$ cat config.mk
export PLATFORM = sky130hd
export DESIGN_NAME = ps2_mouse_packet_tracker
export DESIGN_NICKNAME = d
export VERILOG_FILES = /design/src/hw/rtl/ps2mt_pkg.sv /design/src/hw/rtl/ps2_mouse_packet_tracker.sv
export SDC_FILE = /design/constraint.sdc
export NUM_CORES = 1
export LEC_CHECK = 0
export CORE_UTILIZATION = 63
export CTS_BUF_LIST = sky130_fd_sc_hd__clkbuf_4
export DETAILED_ROUTE_END_ITERATION = 7
export DONT_BUFFER_PORTS = 1
export PLACE_DENSITY = 0.79
export RECOVER_POWER = 50
export SLEW_MARGIN = 10
export SYNTH_ARGS = -nofsm -noshare
export SYNTH_HDL_FRONTEND = slang
export SYNTH_SLANG_ARGS = --single-unit
$ cat constraint.sdc
create_clock -name i_clk -period 10 [get_ports i_clk]
set_input_delay 0 -clock i_clk [delete_from_list [all_inputs] [get_ports i_clk]]
set_output_delay 0 -clock i_clk [all_outputs]
set_load 0.03 [all_outputs]
$ cat src/hw/rtl/ps2mt_pkg.sv
// ----------------------------------------------------------------------------
// PS/2 mouse packet tracker package
// Shared types and constants for the packet tracker.
// ----------------------------------------------------------------------------
package ps2mt_pkg;

    localparam int unsigned PosWidth = 15;
    localparam int unsigned CfgIdxWidth = 2;

    // Header byte bit positions.
    localparam int unsigned HdrLeft = 0;
    localparam int unsigned HdrRight = 1;
    localparam int unsigned HdrAlwaysOne = 3;
    localparam int unsigned HdrXSign = 4;
    localparam int unsigned HdrYSign = 5;
    localparam int unsigned HdrXOvf = 6;
    localparam int unsigned HdrYOvf = 7;

    localparam logic [PosWidth-1:0] PosSat = '1;
    localparam logic [PosWidth-1:0] MaxXReset = 15'd1024;
    localparam logic [PosWidth-1:0] MaxYReset = 15'd768;

    typedef logic [PosWidth-1:0] t_pos;

    typedef enum logic [CfgIdxWidth-1:0] {
        CFG_CLAMP_EN = 2'd0,
        CFG_MAX_X    = 2'd1,
        CFG_MAX_Y    = 2'd2
    } t_cfg_idx;

    typedef enum logic [1:0] {
        BYTE_HDR = 2'd0,
        BYTE_X   = 2'd1,
        BYTE_Y   = 2'd2
    } t_byte_idx;

endpackage

$ cat src/hw/rtl/ps2_mouse_packet_tracker.sv
// ----------------------------------------------------------------------------
// PS/2 mouse packet tracker
// Assembles three-byte mouse packets and tracks cursor position and buttons.
// ----------------------------------------------------------------------------
// One mouse byte is taken per clock cycle. A complete, valid packet gives one
// result item in the output register in the cycle after its third byte is
// taken; header and X bytes give no result. The only stall comes from the
// single output register: while a result waits to be taken, a header or X
// byte is still accepted, but a third byte is held off until the register
// frees. Headers with bit 3 clear are dropped to resynchronise the stream,
// and packets with an overflow bit set give no result and change nothing.
// Registers: 0 clamp enable, 1 maximum X, 2 maximum Y; writes to index 3
// are ignored. The configuration port never stalls.
module ps2_mouse_packet_tracker
    import ps2mt_pkg::*;
(
    input  logic                   i_clk,
    input  logic                   i_rst_n,
    input  logic                   i_cfg_valid,
    output logic                   o_cfg_ready,
    input  logic [CfgIdxWidth-1:0] i_cfg_index,
    input  logic [PosWidth-1:0]    i_cfg_data,
    input  logic                   i_in_valid,
    output logic                   o_in_ready,
    input  logic [7:0]             i_data_byte,
    output logic                   o_out_valid,
    input  logic                   i_out_ready,
    output logic [PosWidth-1:0]    o_pos_x,
    output logic [PosWidth-1:0]    o_pos_y,
    output logic                   o_moved,
    output logic                   o_left_press,
    output logic                   o_left_release,
    output logic                   o_right_press,
    output logic                   o_right_release
);

    // Configuration registers.
    logic r_clamp_en;
    t_pos r_max_x;
    t_pos r_max_y;

    // Packet assembly state.
    t_byte_idx  r_byte_idx, n_byte_idx;
    logic [7:0] r_hdr;
    logic [7:0] r_x_byte;
    t_pos       r_cursor_x, n_cursor_x;
    t_pos       r_cursor_y, n_cursor_y;
    logic [1:0] r_buttons;

    // Result register.
    logic       r_out_valid;
    t_pos       r_pos_x;
    t_pos       r_pos_y;
    logic       r_moved;
    logic [3:0] r_edges;

    logic                in_acc;
    logic                is_last;
    logic                pkt_ok;
    logic                moved;
    logic signed [9:0]   dx;
    logic signed [9:0]   dy;
    logic [1:0]          changed;
    t_pos                cap_x;
    t_pos                cap_y;

    function automatic t_pos f_advance(input t_pos cur, input logic signed [9:0] delta,
                                       input t_pos cap);
        logic signed [16:0] sum;
        t_pos               res;
        sum = $signed({2'b00, cur}) + $signed({{7{delta[9]}}, delta});
        if (sum[16]) begin
            res = '0;
        end else if (sum[15:0] > {1'b0, cap}) begin
            res = cap;
        end else begin
            res = sum[PosWidth-1:0];
        end
        return res;
    endfunction

    assign o_cfg_ready = 1'b1;

    // A third byte needs the output register; the others never do.
    assign is_last    = (r_byte_idx == BYTE_Y);
    assign o_in_ready = !(is_last && r_out_valid && !i_out_ready);
    assign in_acc     = i_in_valid && o_in_ready;

    assign pkt_ok = !(r_hdr[HdrXOvf] || r_hdr[HdrYOvf]);

    always_comb begin
        n_byte_idx = r_byte_idx;
        if (in_acc) begin
            unique case (r_byte_idx)
                BYTE_X: n_byte_idx = BYTE_Y;
                BYTE_Y: n_byte_idx = BYTE_HDR;
                default: n_byte_idx = i_data_byte[HdrAlwaysOne] ? BYTE_X : BYTE_HDR;
            endcase
        end
    end

    always_comb begin
        dx      = $signed({r_hdr[HdrXSign], r_hdr[HdrXSign], r_x_byte});
        dy      = -$signed({r_hdr[HdrYSign], r_hdr[HdrYSign], i_data_byte});
        moved   = (dx != 10'sd0) || (dy != 10'sd0);
        cap_x   = r_clamp_en ? r_max_x : PosSat;
        cap_y   = r_clamp_en ? r_max_y : PosSat;
        changed = r_hdr[HdrRight:HdrLeft] ^ r_buttons;
        n_cursor_x = moved ? f_advance(r_cursor_x, dx, cap_x) : r_cursor_x;
        n_cursor_y = moved ? f_advance(r_cursor_y, dy, cap_y) : r_cursor_y;
    end

    always_ff @(posedge i_clk) begin
        if (!i_rst_n) begin
            r_clamp_en <= 1'b1;
            r_max_x    <= MaxXReset;
            r_max_y    <= MaxYReset;
        end else if (i_cfg_valid) begin
            unique case (i_cfg_index)
                CFG_CLAMP_EN: r_clamp_en <= i_cfg_data[0];
                CFG_MAX_X:    r_max_x    <= i_cfg_data;
                CFG_MAX_Y:    r_max_y    <= i_cfg_data;
                default: ;
            endcase
        end
    end

    always_ff @(posedge i_clk) begin
        if (!i_rst_n) begin
            r_byte_idx  <= BYTE_HDR;
            r_hdr       <= '0;
            r_x_byte    <= '0;
            r_cursor_x  <= '0;
            r_cursor_y  <= '0;
            r_buttons   <= '0;
            r_out_valid <= 1'b0;
        end else begin
            r_byte_idx <= n_byte_idx;
            // A new result may replace the one taken in the same cycle.
            if (in_acc && is_last && pkt_ok) begin
                r_out_valid <= 1'b1;
            end else if (r_out_valid && i_out_ready) begin
                r_out_valid <= 1'b0;
            end
            if (in_acc) begin
                unique case (r_byte_idx)
                    BYTE_X: r_x_byte <= i_data_byte;
                    BYTE_Y: begin
                        if (pkt_ok) begin
                            r_cursor_x  <= n_cursor_x;
                            r_cursor_y  <= n_cursor_y;
                            r_buttons   <= r_hdr[HdrRight:HdrLeft];
                        end
                    end
                    default: r_hdr <= i_data_byte;
                endcase
            end
        end
    end

    always_ff @(posedge i_clk) begin
        if (in_acc && is_last && pkt_ok) begin
            r_pos_x <= n_cursor_x;
            r_pos_y <= n_cursor_y;
            r_moved <= moved;
            r_edges <= {changed[1] & r_buttons[1], changed[1] & r_hdr[HdrRight],
                        changed[0] & r_buttons[0], changed[0] & r_hdr[HdrLeft]};
        end
    end

    assign o_out_valid     = r_out_valid;
    assign o_pos_x         = r_pos_x;
    assign o_pos_y         = r_pos_y;
    assign o_moved         = r_moved;
    assign o_left_press    = r_edges[0];
    assign o_left_release  = r_edges[1];
    assign o_right_press   = r_edges[2];
    assign o_right_release = r_edges[3];

    a_idx_legal: assert property (@(posedge i_clk) disable iff (!i_rst_n)
        r_byte_idx != 2'd3)
        else $error("byte index left the three-byte cycle");

    a_result_follows: assert property (@(posedge i_clk) disable iff (!i_rst_n)
        (in_acc && is_last && pkt_ok) |=> r_out_valid)
        else $error("valid packet gave no result item");

    a_result_source: assert property (@(posedge i_clk) disable iff (!i_rst_n)
        $rose(r_out_valid) |-> $past(in_acc && is_last && pkt_ok))
        else $error("result item appeared without a completed packet");

    a_press_release: assert property (@(posedge i_clk) disable iff (!i_rst_n)
        r_out_valid |-> !(r_edges[0] && r_edges[1]) && !(r_edges[2] && r_edges[3]))
        else $error("button pressed and released in one item");

endmodule
==> Word level (Yosys, flattened, before mapping) <==
Cells that the tools add are included.
{ "word_totals": {"elab_cells": 64, "reg_bits": 117} }
{ "classes": {"reduce_logical": 22, "bitwise_logic": 7, "eq_ne": 4, "addsub": 3, "order_cmp": 2, "mux": 12} }
{ "op_table": {"columns": ["cell", "count"], "rows": [
  ["$mux 15", 8],
  ["$gt 16x15->1", 2],
  ["$reduce_bool 10->1", 2],
  ["$add 16x10->17", 1],
  ["$add 16x9->17", 1],
  ["$neg 9->10", 1],
  ["$reduce_and 2->1", 5],
  ["$logic_and 1x1->1", 6],
  ["$and 1x1->1", 4],
  ["$eq 2x1->1 const B", 2],
  ["$eq 2x2->1 const B", 2],
  ["$pmux 2 s2", 1],
  ["$logic_not 1->1", 3],
  ["$mux 1", 3],
  ["$reduce_and 3->1", 1],
  ["$logic_not 2->1", 1],
  ["$logic_or 1x1->1", 2],
  ["$not 1->1", 2],
  ["$reduce_bool 2->1", 1],
  ["$reduce_or 2->1", 1],
  ["$xor 2x2->2", 1]
]} }

==> Logic depth before layout (Yosys ltp) <==
Gate-level depths: netlist of run 1.
{ "depth": {"word_depth": 8, "depth_mapped": 22} }

==> Worst setup path before layout of run 1 <==
OpenSTA, ideal clock, no wires.
{ "synth_timing": {"kind": "input -> register", "start": "input port i_data_byte[0]", "end": "register r_pos_y[0] (netlist: o_pos_y[0]) (data pin)", "cell_stages": 19, "n_path_buf": 2, "setup_ps": 258, "arrival_time_ps": 3634, "setup_slack_ps": 6107, "required_ps": 9742, "path_cell_list": "or2_2 nor4_1 xnor2_1 ha_1 nand4_1 a211oi_1 a211oi_1 a21oi_1 xor2_1 ha_1 a211oi_1 o21bai_1 a21o_1 a221oi_1 o22a_1 buf_6 buf_12 mux2i_1 o21ai_1"} }
{ "synth_via": {"elab_chain_cells": 6} }
{ "synth_lines": {"columns": ["element", "line_no", "source"], "rows": [
  ["start: declaration", "ps2_mouse_packet_tracker.sv:25", "input logic [7:0] i_data_byte,"],
  ["$neg 9->10 *", "ps2_mouse_packet_tracker.sv:104", "dy = -$signed({r_hdr[HdrYSign], r_hdr[HdrYSign], i_data_byte});"],
  ["$add 16x10->17", "ps2_mouse_packet_tracker.sv:71", "sum = $signed({2'b00, cur}) + $signed({{7{delta[9]}}, delta});"],
  ["$gt 16x15->1", "ps2_mouse_packet_tracker.sv:74", "end else if (sum[15:0] > {1'b0, cap}) begin"],
  ["$mux 15", "ps2_mouse_packet_tracker.sv:74", null],
  ["$mux 15", "ps2_mouse_packet_tracker.sv:72", "if (sum[16]) begin"],
  ["$mux 15 *", "ps2_mouse_packet_tracker.sv:110", "n_cursor_y = moved ? f_advance(r_cursor_y, dy, cap_y) : r_cursor_y;"],
  ["via n_cursor_y[0]", "ps2_mouse_packet_tracker.sv:47", "t_pos r_cursor_y, n_cursor_y;"],
  ["end signal: assignment", "ps2_mouse_packet_tracker.sv:164", "r_pos_y <= n_cursor_y;"],
  ["end: declaration", "ps2_mouse_packet_tracker.sv:53", "t_pos r_pos_y;"]
]} }
The timed path passes the listed nets; every way through them passes the cells marked *.
A chain may end at the register's enable or synchronous reset.

==> Worst setup path after layout of run 1 <==
{ "layout_timing": {"start": "register r_cursor_y[0]", "end": "register r_pos_y[3] (netlist: o_pos_y[3]) (data pin)"} }
{ "layout_via": {"elab_chain_cells": 5} }
{ "layout_lines": {"columns": ["element", "line_no", "source"], "rows": [
  ["start: declaration", "ps2_mouse_packet_tracker.sv:47", null],
  ["start signal: assignment", "ps2_mouse_packet_tracker.sv:151", "r_cursor_y <= n_cursor_y;"],
  ["$add 16x10->17 *", "ps2_mouse_packet_tracker.sv:71", null],
  ["$gt 16x15->1", "ps2_mouse_packet_tracker.sv:74", null],
  ["$mux 15", "ps2_mouse_packet_tracker.sv:74", null],
  ["$mux 15 *", "ps2_mouse_packet_tracker.sv:72", null],
  ["$mux 15 *", "ps2_mouse_packet_tracker.sv:110", null],
  ["via n_cursor_y[3]", "ps2_mouse_packet_tracker.sv:47", null]
]} }
Marked as above.

==> results of run 1 <==
## placed cells by master (no fill, tap or decap), types with 3 or more instances in the layout
| cell | count |
|---|---|
| nand2_1 | 161 |
| dfxtp_1 | 80 |
| ha_1 | 70 |
| inv_1 | 52 |
| a21boi_0 | 49 |
| o21ai_0 | 47 |
| dlygate4sd3_1 | 35 |
| edfxtp_1 | 35 |
| nand2b_1 | 32 |
| nor2_1 | 31 |
| nand3_1 | 31 |
| mux2i_1 | 30 |
| a21oi_1 | 25 |
| o21ai_1 | 22 |
| xnor2_1 | 20 |
| clkbuf_4 | 19 |
| a21o_1 | 14 |
| xor2_1 | 11 |
| nor2b_1 | 10 |
| a211oi_1 | 9 |
| o211ai_1 | 5 |
| nand4_1 | 5 |
| mux2_2 | 4 |
| o21a_1 | 4 |
| a31oi_1 | 4 |
| nor3_1 | 4 |
| o21bai_1 | 4 |
| a22o_1 | 4 |
| bufinv_16 | 4 |
| o22ai_1 | 3 |
| nor4_1 | 3 |
| nand3b_1 | 3 |
| clkinv_1 | 3 |
| clkinv_2 | 3 |
## what timing repair did
| action | 4_1_cts | 5_1_grt |
|---|---|---|
| endpoints found under the hold margin | 81 | 0 |
| hold buffers | 36 | 0 |
| setup buffers | 0 | 0 |
## layout make-up
class	count	share of cell area (%)
clock buffer	19	1.77
clock inverter	12	2.03
inverter	52	2.42
multi-input combinational	646	53.8
sequential	115	32.9
tap	143	2.22
timing repair buffer	39	4.83
## synth_stat cells, drive strengths merged, types with 2 or more instances
library cell  number  area (um2)
a31oi              5        46.3
o211ai             5        37.5
a21oi             25         125
edfxtp            35        1050
o21bai             4        30.0
nor4b              2        32.5
a211oi             9        67.6
nand2b            32         200
o21ai             69         345
nor2              31         116
clkbuf            19        72.6
ha                70         876
xor2              11        96.3
nor3               4        20.0
nand2            162         611
nor3b              2        15.0
o22ai              4        31.3
dfxtp             80        1600
o21a               5        45.0
buf               14         121
a2111oi            3        33.8
nand3             31         155
and4               2        17.5
a21o              14         105
nor4               4        40.0
nor2b             10        62.6
a21boi            49         368
a211o              2        17.5
and2               3        18.8
inv               52         195
nand3b             3        22.5
mux2               4        45.0
nand4              5        31.3
mux2i             30         300
or3                2        12.5
xnor2             20         175
and3b              2        17.5
a22o               4        35.0
fa                 2        40.0
## how the worst max path moves through the flow
stage | start | end | slack (ns)
6_report | r_cursor_y[0]$_SDFFE_PN0P_ | o_pos_y[3]$_DFFE_PP_ | 5.12
5_1_grt | r_cursor_y[0]$_SDFFE_PN0P_ | o_pos_y[3]$_DFFE_PP_ | 4.80
4_1_cts | r_cursor_y[0]$_SDFFE_PN0P_ | o_pos_y[3]$_DFFE_PP_ | 5.22
3_5_place_dp | i_data_byte[0] | o_pos_y[0]$_DFFE_PP_ | 5.15
3_3_place_gp | i_data_byte[0] | o_pos_y[0]$_DFFE_PP_ | 5.29
2_1_floorplan | i_data_byte[0] | o_pos_y[0]$_DFFE_PP_ | 6.11
## report_power, final
group | switching (mW) | internal [mW] | leakage (nW)
logic | 0.0945 | 0.0683 | 2.15
registers | 0.00837 | 0.488 | 0.994
clock network | 0.183 | 0.199 | 0.169
## worst max-delay path: stages, from the launching register on
cell,delay (ns)
dfxtp_1,0.38
ha_1,0.21
inv_1,0.07
fa_1,0.39
nand2b_1,0.18
a211oi_1,0.37
a2111oi_2,0.12
o311ai_1,0.45
nand2_1,0.12
xnor2_1,0.21
inv_1,0.07
ha_1,0.32
nand4_1,0.10
nor2_1,0.07
a221oi_1,0.28
o22a_1,0.76
mux2i_1,0.38
o21ai_1,0.13
## registers in the layout, indices dropped and copies added, names as in the netlist
register,cells
o_moved,1
o_out_valid,1
o_pos_x,15
o_pos_y,15
r_buttons,2
r_byte_idx,2
r_clamp_en,1
r_cursor_x,15
r_cursor_y,15
r_edges,4
r_hdr,6
r_max_x,15
r_max_y,15
r_x_byte,8
## logic make-up after synthesis
| group | after synthesis | share of synthesized area [%] |
|---|---|---|
| and+or+nand+nor | 301 | 19.2 |
| other | 1 | 0.0508 |
| DFF | 115 | 35.9 |
| adders and majority gates | 72 | 12.4 |
| buffers and inverters | 85 | 5.27 |
| xor gates and xnor gates | 31 | 3.68 |
| muxes | 34 | 4.68 |
| AOI/OAI and AO/OA | 207 | 18.8 |
## stage by stage
| stage | worst slack [ns] | std cells | hold WS, ns |
|---|---|---|---|
| final | 5.12 | 1026 | -0.00677 |
| after global routing | 4.80 | 1026 | 0.00643 |
| after CTS | 5.22 | 1026 | 0.00398 |
| after detailed placement | 5.15 | 959 | 0.0934 |
| after global placement | 5.29 | 959 | 0.0825 |
| after floorplan | 6.11 | 846 | 0.124 |
## layer usage
| layer | GRT usage (%) | wire length [um] |
|---|---|---|
| met2 | 51.6 | 8400 |
| met4 | 10.6 | 376 |
| met3 | 8.11 | 1330 |
| met5 | 0 | 0 |
| met1 | 39.4 | 7940 |
==> results.yml, run 1 <==
worst_setup_path:
  cp_max_fo: 15
  r2r_slack_ns: 5.12
  reg2reg_depth: 17
  r2r_start: "r_cursor_y[0]$_SDFFE_PN0P_"
  critPathRequiredTime_ns: 10.29
  end_kind: "flip-flop"
  crit_arrival_ns: 5.17
  crit_type: "reg -> reg"
  worst_setup_path_start_kind: "flip-flop"
  rr_endpoint: "o_pos_y[3]$_DFFE_PP_"
floorplanning:
  die_w_um: 110
  start_util_pct: 64.7
  rows: 39
  chipHeight_um: 110
  dieArea_um2: 12200
  boundaryPins: 68
  core_um2: 11400
finish:
  stdcell_area_um2: 8060
  antenna_cells: 0
  nets: 973
  area_delta_synth_final_pct: 9.22
  multiInputGateArea_um2: 4340
  drive_above_1_share_pct: 5.10
  regArea_um2: 2650
  fin_util_pct: 70.6
  filler_cell_count: 885
logic_synthesis:
  synth_edf_count: 35
  yosys_warnings: 0
  ys_ff_latch: 115
  synth_cell_types: 68
  yosysSeqAreaShare_pct: 35.9
  synth_fp_nets: 948
  postSynthCellCount: 846
  ys.flop_type: "dfxtp_1"
  avgSynthCellArea_um2: 8.73
  syn_area_um2: 7380
  postSynth.asyncResetShare_pct: 0
timing:
  relSlewSlack_pct: -9.45
  setup_violations: 0
  worst_pin_slew_ns: 1.64
  fmax_mhz: 205
  fin_crit_sh_pct: 48.8
  skew_ns: 0.0157
  whs_ns: -0.00677
  finalCriticalPeriod_ns: 4.88
  slew_violations: 31
  grt_setup_unrepaired: "false"
  hold_viol: 4
  timing.setup.tns_ns: 0
clock_network:
  cts-resized-gates: 0
  cts-htree-levels: 4
  cts-root-buf: "clkbuf_4"
  cts.sinks: 115
  cts_buffers: 17
  cts_tree: "done"
  clock_latency_ns: 0.56
  cts.clk_slew.worst_paths_ns: 0.11
  clock_path_buffers: 2
pwr:
  leakage_nw: 3.31
  irDropWorstVdd_v: 0.000151
  power_density_nw_per_um2: 129
  p_total_mw: 1.04
route:
  viasPerCell: 6.07
  wl_per_cell_um: 17.6
  drcViolationCount: 0
  drt_wl_total_mm: 18.1
  firstDrtPassIters: 5
  drt_iter0_drc: 465
  vias: 6224
  antenna_left: 0
placement:
  dpl_cell_area_um2: 7390
  hpwlAfterDp_mm: 12.8
  place_congestion: 0.971
  io_buffers: 0
worst_hold_path:
  hold_start: "i_cfg_index[0]"
  hp-class: "in -> reg"
  holdPathEnd: "r_max_x[8]$_SDFFE_PN0P_"
  holdPathStages: 3
global_routing:
  grtUsageTotal_pct: 31.2
  grt_max_degree: 54
  gr-total-overflow: 0
  antenna_found_initial: 0
  grt_pass1_wl_mm: 28.7
  grt_pass1_vias: 5943
flow_run:
  cap_violations: 1
status:
  status: "complete, but fails checks"
  violations: "negative hold slack, max-capacitance violations, max-slew violations"
Power figures use the tool's default switching activity.
==> run 2, diff against run 1 <==
--- a/config.mk
+++ b/config.mk
@@ -5,7 +5,8 @@
 export SDC_FILE = /design/constraint.sdc
 export NUM_CORES = 1
 export LEC_CHECK = 0
-export CORE_UTILIZATION = 63
+export ABC_AREA = 1
+export CORE_UTILIZATION = 60
 export CTS_BUF_LIST = sky130_fd_sc_hd__clkbuf_4
 export DETAILED_ROUTE_END_ITERATION = 7
 export DONT_BUFFER_PORTS = 1
==> constraint.sdc (replaced) <==
create_clock -name i_clk -period 4.4 [get_ports i_clk]
set_input_delay 0 -clock i_clk [delete_from_list [all_inputs] [get_ports i_clk]]
set_output_delay 0 -clock i_clk [all_outputs]
set_load 0.03 [all_outputs]
==> run 2 against run 1 <==
The run ends with max-capacitance violations, max-slew violations left. Routed wire length rose by 11%. Critical path depth grew 13. Setup slack worse by 4.7 ns. Total power grew to 2.6 times the previous value. Synthesized cell count rose by 30%. Combinational power rose to 4.0 times the previous value. Count of clock-buffer cells in the layout rose by 1. Die area rose by 11%. Critical endpoint is now r_cursor_y[13]$_SDFFE_PN0P_. Largest cell class unchanged. Global-route usage is essentially flat.
==> results.yml, run 2 <==
finish:
  antenna_cells: 0
  stdcell_area_um2: 8670
  final_cell_mix: "nand2_1, nor2_1, inv_1, nand3_1, dfxtp_1"
  final_common_cell: "nand2_1"
  final_cells: 1318
  nets: 1235
  drive_above_1_share_pct: 7.94
  area_delta_synth_final_pct: 10.7
logic_synthesis:
  synth_fp_nets: 1200
  postSynth.asyncResetShare_pct: 0
  yosysTopAreaCell: "dfxtp_1"
  postSynthCellCount: 1098
  ys_ff_latch: 115
  avgSynthCellArea_um2: 7.13
  synth_common_cells: "nand2_1, nor2_1, inv_1, nand3_1, dfxtp_1"
  synth_edf_count: 35
  yosysMostFrequentCell: "nand2_1"
  synth_cell_types: 43
  ys.flop_type: "dfxtp_1"
  yosysSeqAreaShare_pct: 33.9
  syn_area_um2: 7830
  synthTopCellsByArea: "dfxtp_1, edfxtp_1, ha_1"
  yosys_warnings: 0
  synth_top_area_share_pct: 20.4
timing:
  relSlewSlack_pct: -6.05
  skew_ns: 0.0174
  setup_violations: 0
  hold_viol: 0
  slew_violations: 44
  worst_pin_slew_ns: 1.59
  setup_ws_ns: 0.376
  fmax_mhz: 249
  finalCriticalPeriod_ns: 4.02
  fin_crit_sh_pct: 91.4
floorplanning:
  core_um2: 12700
  rows: 41
  boundaryPins: 68
  start_util_pct: 61.8
  chipHeight_um: 116
  die_w_um: 116
  dieArea_um2: 13500
pwr:
  clockPowerShare_pct: 32.7
  leakage_nw: 4.27
  p_int_mw: 1.82
  p_seq_share_pct: 43.1
  swShare_pct: 32.3
  p_comb_share_pct: 24.1
  power_density_nw_per_um2: 310
  irDropWorstVdd_v: 0.000212
  switchingPower_mw: 0.868
clock_network:
  post_cts_buffers: 0
  cts.sinks: 115
  cts_buffers: 17
  clock_latency_ns: 0.55
  cts-root-buf: "clkbuf_4"
  cts_tree: "done"
  cts-htree-levels: 4
  clock_path_buffers: 2
  cts.clk_slew.worst_paths_ns: 0.10
route:
  firstDrtPassIters: 5
  antenna_left: 0
  drt_wl_total_mm: 19.9
  viasPerCell: 5.51
  drt_iter0_drc: 826
  drcViolationCount: 0
  wl_per_cell_um: 15.1
  vias: 7262
worst_setup_path:
  reg2reg_depth: 26
  cp_common_cell: "nand2_1"
  worst_setup_path_start_kind: "input port"
  slowest_delay_ns: 0.65
  cp_max_fo: 15
  crit_arrival_ns: 4.48
  rr_endpoint: "o_pos_x[0]$_DFFE_PP_"
  crit_type: "in -> reg"
  r2r_slack_ns: 0.43
  end_kind: "flip-flop"
  r2r_start: "r_x_byte[0]$_SDFFE_PN0P_"
  critPathRequiredTime_ns: 4.85
  crit_path_top_delay_cell: "dlygate4sd3_1"
global_routing:
  grt_max_degree: 83
  grtUsageTotal_pct: 31.2
  grt_pass1_wl_mm: 32.2
  antenna_found_initial: 0
  grt_pass1_vias: 6698
  gr-total-overflow: 0
flow_run:
  cap_violations: 1
status:
  status: "complete, but fails checks"
  violations: "max-capacitance violations, max-slew violations"
placement:
  place_congestion: 0.980
  dpl_cell_area_um2: 7890
  io_buffers: 0
  dp_slack_ns: 0.372
  dp.cells: 1240
  hpwlAfterDp_mm: 14.0
worst_hold_path:
  holdPathStages: 3
  hp-class: "in -> reg"
  hold_start: "i_cfg_index[0]"
  holdPathEnd: "r_max_x[13]$_SDFFE_PN0P_"
[run 2: final cells by class]
type / instances / area, um2
clock buffer: 20 / 150
clock inverter: 12 / 161
fill: 1102 / 4000
inverter: 153 / 579
multi-input combinational: 795 / 4420
sequential: 115 / 2650
tap: 172 / 215
timing repair buffer: 51 / 488
[run 2: cell families after synthesis]
group | Yosys count | synth area share (%)
simple gates | 545 | 31.4
fa+ha+maj | 72 | 11.7
compound gates | 150 | 10.0
buf+inv | 188 | 9.97
xor+xnor | 27 | 3.02
other cells | 1 | 0.0479
flops | 115 | 33.9
[run 2: worst max-delay path by stage]
stage,startpoint,to,slack [ns]
floorplan,i_data_byte[0],o_pos_y[0]$_DFFE_PP_,0.79
global placement,i_data_byte[0],o_pos_y[12]$_DFFE_PP_,0.41
detailed placement,i_data_byte[0],o_pos_y[12]$_DFFE_PP_,0.37
CTS,i_data_byte[2],r_cursor_y[13]$_SDFFE_PN0P_,0.45
global route,i_data_byte[0],r_cursor_y[13]$_SDFFE_PN0P_,-0.001
finish,i_data_byte[0],r_cursor_y[13]$_SDFFE_PN0P_,0.38
[run 2: through the flow]
stage	hold slack, ns	total power [mW]	setup TNS, ns	util (%)
global placement	0.0991	1.76	0	62.2
CTS	0.0185	2.68	0	68.3
global route	0.0816	2.83	-0.00107	68.4
detailed placement	0.103	1.77	0	62.2
finish	0.0703	2.69	0	68.4
floorplan	0.113	1.64	0	-
[run 2: routing by layer]
metal	track usage [%]	wire [um]	share of wire, %	vias up
li1	-	-	-	3630
met1	43.3	9280	47	3309
met2	47.3	8510	43	287
met3	7.42	1770	8.9	36
met4	10.9	386	1.9	0
met5	0	0	0	-
[run 2: worst max-delay path, delay by kind of cell]
family / cells / cell delay, ns
adders and majority gates: 2 / 0.63
buffers and inverters: 5 / 1.10
and+or+nand+nor: 18 / 1.69
AOI/OAI and AO/OA: 3 / 0.50
xor gates and xnor gates: 2 / 0.54
[run 2: power groups by stage]
stage	registers, mW	logic, mW	clock network [mW]
5_1_grt	1.16	0.732	0.937
3_3_place_gp	1.18	0.573	0
4_1_cts	1.16	0.632	0.889
3_5_place_dp	1.18	0.582	0
6_report	1.16	0.649	0.880
2_1_floorplan	1.18	0.463	0
[run 2: repair_timing]
action | in CTS | in global routing
resized for setup | 0 | 4
endpoints found under the hold margin | 59 | 1
hold buffers | 45 | 1
endpoints found under the setup margin | 0 | 30
